**config.mk**
```make
export PLATFORM = sky130hd
export DESIGN_NAME = sliding_window_peak_to_peak_max
export DESIGN_NICKNAME = d
export VERILOG_FILES = /design/src/hw/rtl/swpp_pkg.sv /design/src/hw/rtl/swpp_ctrl.sv /design/src/hw/rtl/swpp_dp.sv /design/src/hw/rtl/sliding_window_peak_to_peak_max.sv
export SDC_FILE = /design/constraint.sdc
export NUM_CORES = 2
export LEC_CHECK = 0
export BUFFER_PORTS_ARGS = -buffer_cell sky130_fd_sc_hd__clkbuf_2
export CAP_MARGIN = 20
export CORE_ASPECT_RATIO = 0.75
export CORE_MARGIN = 10
export CORE_UTILIZATION = 50
export CTS_BUF_LIST = sky130_fd_sc_hd__clkbuf_2
export DETAILED_ROUTE_END_ITERATION = 16
export PLACE_DENSITY = 0.72
export SYNTH_ARGS = -nofsm -noshare
export SYNTH_HDL_FRONTEND = slang
export SYNTH_SLANG_ARGS = --single-unit
```
**constraint.sdc**
```tcl
create_clock -name clk -period 8.38 [get_ports clk]
set_clock_uncertainty 0.15 [all_clocks]
set_input_delay 0.419 -clock clk [delete_from_list [all_inputs] [get_ports clk]]
set_output_delay 0.419 -clock clk [all_outputs]
set_load 0.01 [all_outputs]
```
**src/hw/rtl/swpp_pkg.sv**
```systemverilog
// ----------------------------------------------------------------------------
// swpp_pkg: shared types and constants
// Sizes, controller states and the command/status bundles that join the
// sliding-window spread controller and datapath.
// ----------------------------------------------------------------------------
package swpp_pkg;

  localparam int WINDOW_MAX = 64;
  localparam int ADDR_W     = $clog2(WINDOW_MAX);
  localparam int CNT_W      = $clog2(WINDOW_MAX + 1);
  localparam int SAMPLE_W   = 32;
  localparam int LEN_W      = 7;

  typedef enum logic [1:0] {
    ST_IDLE,
    ST_SCAN,
    ST_DRAIN,
    ST_FINISH
  } state_t;

  // controller -> datapath
  typedef struct packed {
    logic load;    // take the input word, write it to the ring
    logic issue;   // read the next older window entry
    logic commit;  // form the result and update the set state
  } cmd_t;

  // datapath -> controller
  typedef struct packed {
    logic scan_req;    // the word being loaded needs a window scan
    logic last_issue;  // the oldest window entry is being read now
    logic out_free;    // the output register can take a result
  } sts_t;

endpackage

```
**src/hw/rtl/swpp_ctrl.sv**
```systemverilog
// ----------------------------------------------------------------------------
// swpp_ctrl: sequencing state machine
// Accepts one word, steps the window scan and waits for the read pipe to empty
// when the word needs a scan, and hands the result to the output register.
// ----------------------------------------------------------------------------
module swpp_ctrl (
  input  logic              clk,
  input  logic              rst_n,
  input  logic              in_tvalid,
  output logic              in_tready,
  input  swpp_pkg::sts_t    sts,
  output swpp_pkg::cmd_t    cmd,
  output swpp_pkg::state_t  state
);
  import swpp_pkg::*;

  state_t state_r, state_nxt;

  always_ff @(posedge clk) begin
    if (!rst_n) begin
      state_r <= ST_IDLE;
    end else begin
      state_r <= state_nxt;
    end
  end

  always_comb begin
    state_nxt = state_r;
    case (state_r)
      ST_IDLE: begin
        if (in_tvalid) begin
          state_nxt = sts.scan_req ? ST_SCAN : ST_FINISH;
        end
      end
      ST_SCAN: begin
        if (sts.last_issue) begin
          state_nxt = ST_DRAIN;
        end
      end
      ST_DRAIN: begin
        state_nxt = ST_FINISH;
      end
      ST_FINISH: begin
        if (sts.out_free) begin
          state_nxt = ST_IDLE;
        end
      end
      default: begin
        state_nxt = ST_IDLE;
      end
    endcase
  end

  always_comb begin
    in_tready  = 1'b0;
    cmd        = '0;
    case (state_r)
      ST_IDLE: begin
        in_tready = 1'b1;
        cmd.load  = in_tvalid;
      end
      ST_SCAN: begin
        cmd.issue = 1'b1;
      end
      ST_FINISH: begin
        cmd.commit = sts.out_free;
      end
      default: begin
        cmd = '0;
      end
    endcase
  end

  assign state = state_r;

endmodule

```
**src/hw/rtl/swpp_dp.sv**
```systemverilog
// ----------------------------------------------------------------------------
// swpp_dp: window store and spread datapath
// Ring memory of samples, one min/max comparator pair fed by a registered
// read, best-spread tracking and the output register.
// ----------------------------------------------------------------------------
module swpp_dp (
  input  logic                                 clk,
  input  logic                                 rst_n,
  input  logic                                 cfg_wr_en,
  input  logic [swpp_pkg::LEN_W-1:0]           cfg_wr_data,
  input  logic signed [swpp_pkg::SAMPLE_W-1:0] in_sample,
  input  logic                                 in_last,
  input  swpp_pkg::cmd_t                       cmd,
  output swpp_pkg::sts_t                       sts,
  input  logic                                 out_ready,
  output logic                                 out_valid,
  output logic [swpp_pkg::SAMPLE_W-1:0]        out_spread,
  output logic                                 out_full,
  output logic [swpp_pkg::SAMPLE_W-1:0]        out_best,
  output logic                                 out_last
);
  import swpp_pkg::*;

  logic signed [SAMPLE_W-1:0] mem [WINDOW_MAX];

  logic [LEN_W-1:0]           wlen_r;
  logic [ADDR_W-1:0]          slot_r;
  logic [CNT_W-1:0]           seen_r;
  logic [SAMPLE_W-1:0]        best_r;
  logic                       rd_vld_r;
  logic                       out_valid_r;

  logic [ADDR_W-1:0]          base_r;
  logic [CNT_W-1:0]           k_r;
  logic [CNT_W-1:0]           len_r;
  logic                       full_r;
  logic                       last_r;
  logic signed [SAMPLE_W-1:0] lo_r, hi_r, rd_data_r;
  logic [SAMPLE_W-1:0]        out_spread_r, out_best_r;
  logic                       out_full_r, out_last_r;

  logic [CNT_W-1:0]    len_eff;
  logic [CNT_W-1:0]    seen_inc;
  logic                full_now;
  logic [ADDR_W-1:0]   rd_addr;
  logic [SAMPLE_W-1:0] spread;
  logic [SAMPLE_W-1:0] best_nxt;

  // length 0 acts as 1, anything above the store depth as the depth
  always_comb begin
    if (wlen_r == '0) begin
      len_eff = CNT_W'(1);
    end else if (CNT_W'(wlen_r) > CNT_W'(WINDOW_MAX)) begin
      len_eff = CNT_W'(WINDOW_MAX);
    end else begin
      len_eff = CNT_W'(wlen_r);
    end
  end

  assign seen_inc = (seen_r < CNT_W'(WINDOW_MAX)) ? seen_r + CNT_W'(1) : seen_r;
  assign full_now = (seen_inc >= len_eff);
  assign rd_addr  = base_r - k_r[ADDR_W-1:0];
  assign spread   = full_r ? $unsigned(hi_r - lo_r) : '0;
  assign best_nxt = (full_r && (spread > best_r)) ? spread : best_r;

  assign sts.scan_req   = full_now && (len_eff != CNT_W'(1));
  assign sts.last_issue = (k_r == len_r - CNT_W'(1));
  assign sts.out_free   = !out_valid_r || out_ready;

  always_ff @(posedge clk) begin
    if (cmd.load) begin
      mem[slot_r] <= in_sample;
    end
    if (cmd.issue) begin
      rd_data_r <= mem[rd_addr];
    end
  end

  always_ff @(posedge clk) begin
    if (!rst_n) begin
      wlen_r      <= LEN_W'(1);
      slot_r      <= '0;
      seen_r      <= '0;
      best_r      <= '0;
      rd_vld_r    <= 1'b0;
      out_valid_r <= 1'b0;
    end else begin
      rd_vld_r <= cmd.issue;
      if (cfg_wr_en) begin
        wlen_r <= cfg_wr_data;
      end
      if (cmd.load) begin
        slot_r <= slot_r + ADDR_W'(1);
        seen_r <= seen_inc;
      end
      if (cmd.commit) begin
        out_valid_r <= 1'b1;
        if (last_r) begin
          slot_r <= '0;
          seen_r <= '0;
          best_r <= '0;
        end else begin
          best_r <= best_nxt;
        end
      end else if (out_ready) begin
        out_valid_r <= 1'b0;
      end
    end
  end

  always_ff @(posedge clk) begin
    if (cmd.load) begin
      base_r <= slot_r;
      k_r    <= CNT_W'(1);
      len_r  <= len_eff;
      full_r <= full_now;
      last_r <= in_last;
      lo_r   <= in_sample;
      hi_r   <= in_sample;
    end else begin
      if (cmd.issue) begin
        k_r <= k_r + CNT_W'(1);
      end
      if (rd_vld_r) begin
        if (rd_data_r < lo_r) begin
          lo_r <= rd_data_r;
        end
        if (rd_data_r > hi_r) begin
          hi_r <= rd_data_r;
        end
      end
    end
    if (cmd.commit) begin
      out_spread_r <= spread;
      out_full_r   <= full_r;
      out_best_r   <= best_nxt;
      out_last_r   <= last_r;
    end
  end

  assign out_valid  = out_valid_r;
  assign out_spread = out_spread_r;
  assign out_full   = out_full_r;
  assign out_best   = out_best_r;
  assign out_last   = out_last_r;

endmodule

```
**src/hw/rtl/sliding_window_peak_to_peak_max.sv**
```systemverilog
// ----------------------------------------------------------------------------
// sliding_window_peak_to_peak_max: sliding-window spread monitor
// Keeps the latest window of signed samples in a ring store and reports the
// window's max minus min plus the best spread of the current data set.
// ----------------------------------------------------------------------------
//
//  channel   | direction | payload
//  ----------+-----------+-----------------------------------------------------
//  in_*      | slave     | tdata[31:0] sample (signed), tlast = last of set
//  out_*     | master    | tdata[31:0] window spread, tdata[63:32] best spread,
//            |           | tuser = window full, tlast = final answer of set
//  cfg_*     | write     | cfg_wr_data = window length (1..64, 0 acts as 1, above 64 as 64)
//
//  For window length L a word is accepted and written to the ring, then L - 1
//  reads of the single-port ring feed one min/max pair, the registered read
//  drains and the result commits. A word that does not complete a window, or
//  any word at length 1, goes from accept straight to commit. The ring read
//  port sets the pace of the scan.
//  Reset (rst_n low, synchronous) clears the count, write slot, best spread
//  and length (to 1); ring contents are never read before written in a set.
//  A stalled output holds its word; the next input word is still accepted
//  and scanned, and waits at commit until the output register frees.
//
module sliding_window_peak_to_peak_max (
  input  logic                             clk,
  input  logic                             rst_n,
  // configuration: window length
  input  logic                             cfg_wr_en,
  input  logic [swpp_pkg::LEN_W-1:0]       cfg_wr_data,
  // input stream
  input  logic                             in_tvalid,
  output logic                             in_tready,
  input  logic [swpp_pkg::SAMPLE_W-1:0]    in_tdata,   // [31:0] sample
  input  logic                             in_tlast,   // last sample of set
  // result stream
  output logic                             out_tvalid,
  input  logic                             out_tready,
  // [31:0] window_spread, [63:32] best_spread
  output logic [2*swpp_pkg::SAMPLE_W-1:0]  out_tdata,
  output logic                             out_tuser,  // window_full
  output logic                             out_tlast   // done_res
);
  import swpp_pkg::*;

  cmd_t   cmd;
  sts_t   sts;
  state_t state;

  logic [SAMPLE_W-1:0] spread_w, best_w;

  // sequence each word: accept, scan, drain, commit
  swpp_ctrl u_ctrl (
    .clk       (clk),
    .rst_n     (rst_n),
    .in_tvalid (in_tvalid),
    .in_tready (in_tready),
    .sts       (sts),
    .cmd       (cmd),
    .state     (state)
  );

  // ring store, comparator pair and output register
  swpp_dp u_dp (
    .clk         (clk),
    .rst_n       (rst_n),
    .cfg_wr_en   (cfg_wr_en),
    .cfg_wr_data (cfg_wr_data),
    .in_sample   ($signed(in_tdata)),
    .in_last     (in_tlast),
    .cmd         (cmd),
    .sts         (sts),
    .out_ready   (out_tready),
    .out_valid   (out_tvalid),
    .out_spread  (spread_w),
    .out_full    (out_tuser),
    .out_best    (best_w),
    .out_last    (out_tlast)
  );

  assign out_tdata = {best_w, spread_w};

  // a window that is not full reports no spread
  a_empty_spread: assert property (@(posedge clk) disable iff (!rst_n)
    out_tvalid && !out_tuser |-> out_tdata[SAMPLE_W-1:0] == '0)
    else $error("spread reported for a partial window");

  // the best spread never trails the current window spread
  a_best_covers: assert property (@(posedge clk) disable iff (!rst_n)
    out_tvalid |-> out_tdata[2*SAMPLE_W-1:SAMPLE_W] >= out_tdata[SAMPLE_W-1:0])
    else $error("best spread below window spread");

  // an accepted word takes the controller out of idle
  a_leave_idle: assert property (@(posedge clk) disable iff (!rst_n)
    in_tvalid && in_tready |=> !in_tready && state != ST_IDLE)
    else $error("controller stayed idle after accepting a word");

  // the scan only runs while a read is being issued
  a_scan_issue: assert property (@(posedge clk) disable iff (!rst_n)
    state == ST_SCAN |-> cmd.issue && !cmd.load && !cmd.commit)
    else $error("scan state without a ring read");

endmodule

```
==> flow_metrics.tcl <==
set metrics [dict create \
    period_minus_slack_ns 6.00 \
    setup-violations-final 0 \
    viasPerCell 6.03 \
    clkLatencyLatePin_ns 1.77 \
    ctsLongestPathBuffers 4 \
    syn_area_per_cell_um2 21.2 \
    relSlewSlack 0.229 \
    grtUsageTotal 0.219 \
    core_area_um2 181000 \
    cts_sinks 2288 \
    htreeDepth 6 \
    grt_antenna_before_repair 9 \
    multi_input_area_um2 22300 \
    die-width_um 513 \
    hold_class "in -> reg" \
    postRouteAntennaNets 0 \
    synth_edf_count 2225 \
    regArea_um2 68100 \
    dieArea_um2 200000 \
    hold_viol 0 \
    ir_worst_vdd_mv 0.694 \
    path_clk_slew_ns 0.11 \
    placed_cells 6751 \
    tightestPinTransition_ns 1.16 \
    syn_to_final_growth_pct 11.3 \
    worstHoldStart "rst_n" \
    synthArstFlopShare 0 \
    drc 0 \
    cts_resized 0 \
    synth.distinct_cells 67 \
    power_density_nw_per_um2 368 \
    boundaryPins 113 \
    initial_utilization 0.504 \
    end_kind "flip-flop" \
    num-fill-cells 13500 \
    port_buffers 112 \
    crit_type "reg -> reg" \
    status "finished clean" \
    syn-cell-area_um2 91100 \
    slew_violations 0 \
    critPathArrivalTime_ns 7.43 \
    die_h_um 390 \
    postCtsSetupRepairBufs 0 \
    finalCritPeriodShare 0.716 \
    fin_setup_tns_ns 0 \
    dpl.hpwl_um 121000 \
    finalWeightedCongestion 0.825 \
    rsz0062_at_grt "no" \
    root_buffer "clkbuf_2" \
    wl_per_cell_um 28.6 \
    yosys_warnings 0 \
    fmax_mhz 167 \
    p_leak_uw 0.0339 \
    cap_violations 0 \
    r2r_start "u_dp.lo_r[1]$_DFFE_PP_" \
    r2r_slack_ns 2.38 \
    cts_buffers 543 \
    cts_tree "built" \
    startpoint "u_dp.lo_r[1]$_DFFE_PP_" \
    placementRows 135 \
    crit_required_ns 9.82 \
    firstDrtPassIters 5 \
    worst_setup_path_start_kind "flip-flop" \
    yosys_register_bits 2288 \
    grt_max_degree 136 \
    synthesis.nets 4492 \
    wl_um 222000 \
    fin_cells 7769 \
    synthCells 4299 \
    synth_ff_type "edfxtp_1" \
    grt_pass1_vias 47700 \
    grt_pass1_wl_um 323000 \
    vias 46900 \
    gr-total-overflow 0 \
    synth-seq-area-share 0.747 \
    drive_gt1_frac 0.342 \
    nNetsFinal 5207 \
    cts_hold_buffers 105 \
    drtIter0Drc 6101 \
    path_max_fanout 23 \
]
[area by class of cell]
type	count	area share
Antenna cell	10	0.000247
Clock buffer	793	0.0391
Clock inverter	100	0.00660
Inverter	123	0.00455
Multi-Input combinational cell	1690	0.220
Sequential cell	2288	0.671
Tap cell	2397	0.0296
Timing Repair Buffer	368	0.0286
[cell usage after synthesis, drive strengths merged, types with 13 or more instances]
| library cell | number | area [um^2] |
|---|---|---|
| edfxtp | 2225 | 66800 |
| a211oi | 37 | 283 |
| clkbuf | 100 | 375 |
| dfxtp | 63 | 1260 |
| buf | 98 | 469 |
| mux2 | 28 | 315 |
| o21ai | 40 | 200 |
| xor2 | 22 | 193 |
| nand2b | 13 | 81.3 |
| nand4 | 27 | 169 |
| nor2b | 60 | 375 |
| mux4 | 640 | 14400 |
| a22o | 19 | 166 |
| a21o | 44 | 330 |
| nor2 | 137 | 517 |
| nand2 | 163 | 612 |
| ha | 146 | 1830 |
| a21oi | 96 | 480 |
| xnor2 | 40 | 350 |
| mux2i | 40 | 400 |
| nand3 | 18 | 90.1 |
| inv | 123 | 462 |
[sequential cells by signal, summed over array words and instances, names as in the netlist, 2 cells and up]
name             cells
u_dp.k_r             7
u_dp.rd_data_r      32
u_dp.seen_r          7
u_dp.len_r           7
u_dp.wlen_r          7
u_dp.out_best       32
u_dp.best_r         32
u_dp.hi_r           32
u_dp.mem          2048
u_dp.base_r          6
u_dp.slot_r          6
u_ctrl.state         2
u_dp.lo_r           32
u_dp.out_spread     32
[worst paths after layout]
check | end | cells after the start
setup / recovery | u_dp.best_r[7]$_SDFFE_PN0P_ | 20
hold / removal | u_ctrl.state[1]$_SDFFE_PN0P_ | 4
setup reg to reg | u_dp.best_r[7]$_SDFFE_PN0P_ | 20
hold reg to reg | u_dp.len_r[4]$_DFFE_PP_ | 2
[worst max-delay path, stage by stage, from the launching register on]
cell	delay, ns
edfxtp_1	0.42
inv_1	0.11
ha_1	0.22
nor2b_1	0.12
o21ai_0	0.21
a21oi_1	0.14
o21ai_0	0.38
o221ai_1	0.30
a21oi_1	0.36
o21ai_0	0.17
xnor2_1	0.32
nor2_1	0.12
ha_1	0.37
nand4_1	0.14
a21oi_1	0.07
a2111oi_0	0.45
o21ai_0	0.23
o211ai_4	0.56
buf_4	0.42
mux2_2	0.39
a32o_1	0.24
[metal layers]
layer  vias to the layer above  global-route usage  wire [um]  share of wire
met5                         -                   0          0              0
met1                     24300               0.310      88400           0.40
met4                         0              0.0719       5590          0.025
met3                       379              0.0642      25000           0.11
met2                      2711               0.330     103000           0.46
li1                      19500                   -          -              -
[power by group]
group / internal (uW) / total, uW / switching (uW)
logic: 7660 / 16700 / 9050
clock network: 2820 / 7060 / 4240
registers: 13300 / 13600 / 285
[placed cells by master (no fill, tap or decap), drive strengths merged, types with 40 or more instances in the layout]
master	instances
mux4	640
edfxtp	2225
clkbuf	914
clkinv	81
a21o	44
buf	142
xnor2	40
ha	146
nor2	137
a21oi	96
mux2i	40
inv	131
dlygate4sd3	105
nor2b	60
nand2	163
dfxtp	63
o21ai	40
[cell families after synthesis]
family	share of synthesized area
compound gates	0.0223
flops	0.747
buf+inv	0.0143
fa+ha+maj	0.0205
simple gates	0.0241
xor+xnor	0.00596
mux	0.166
[per-stage QoR]
step,util,setup WS [ns],instance area [um^2],total power [uW],hold slack (ns)
finish,0.561,2.38,101000,37300,0.256
global route,0.561,1.68,101000,39300,0.0835
CTS,0.560,2.33,101000,37500,0.0422
detailed placement,0.529,2.33,95600,30400,0.328
global placement,0.529,2.48,95600,30200,0.316
floorplan,-,3.33,91100,25300,0.256
Power figures use the tool's default switching activity.
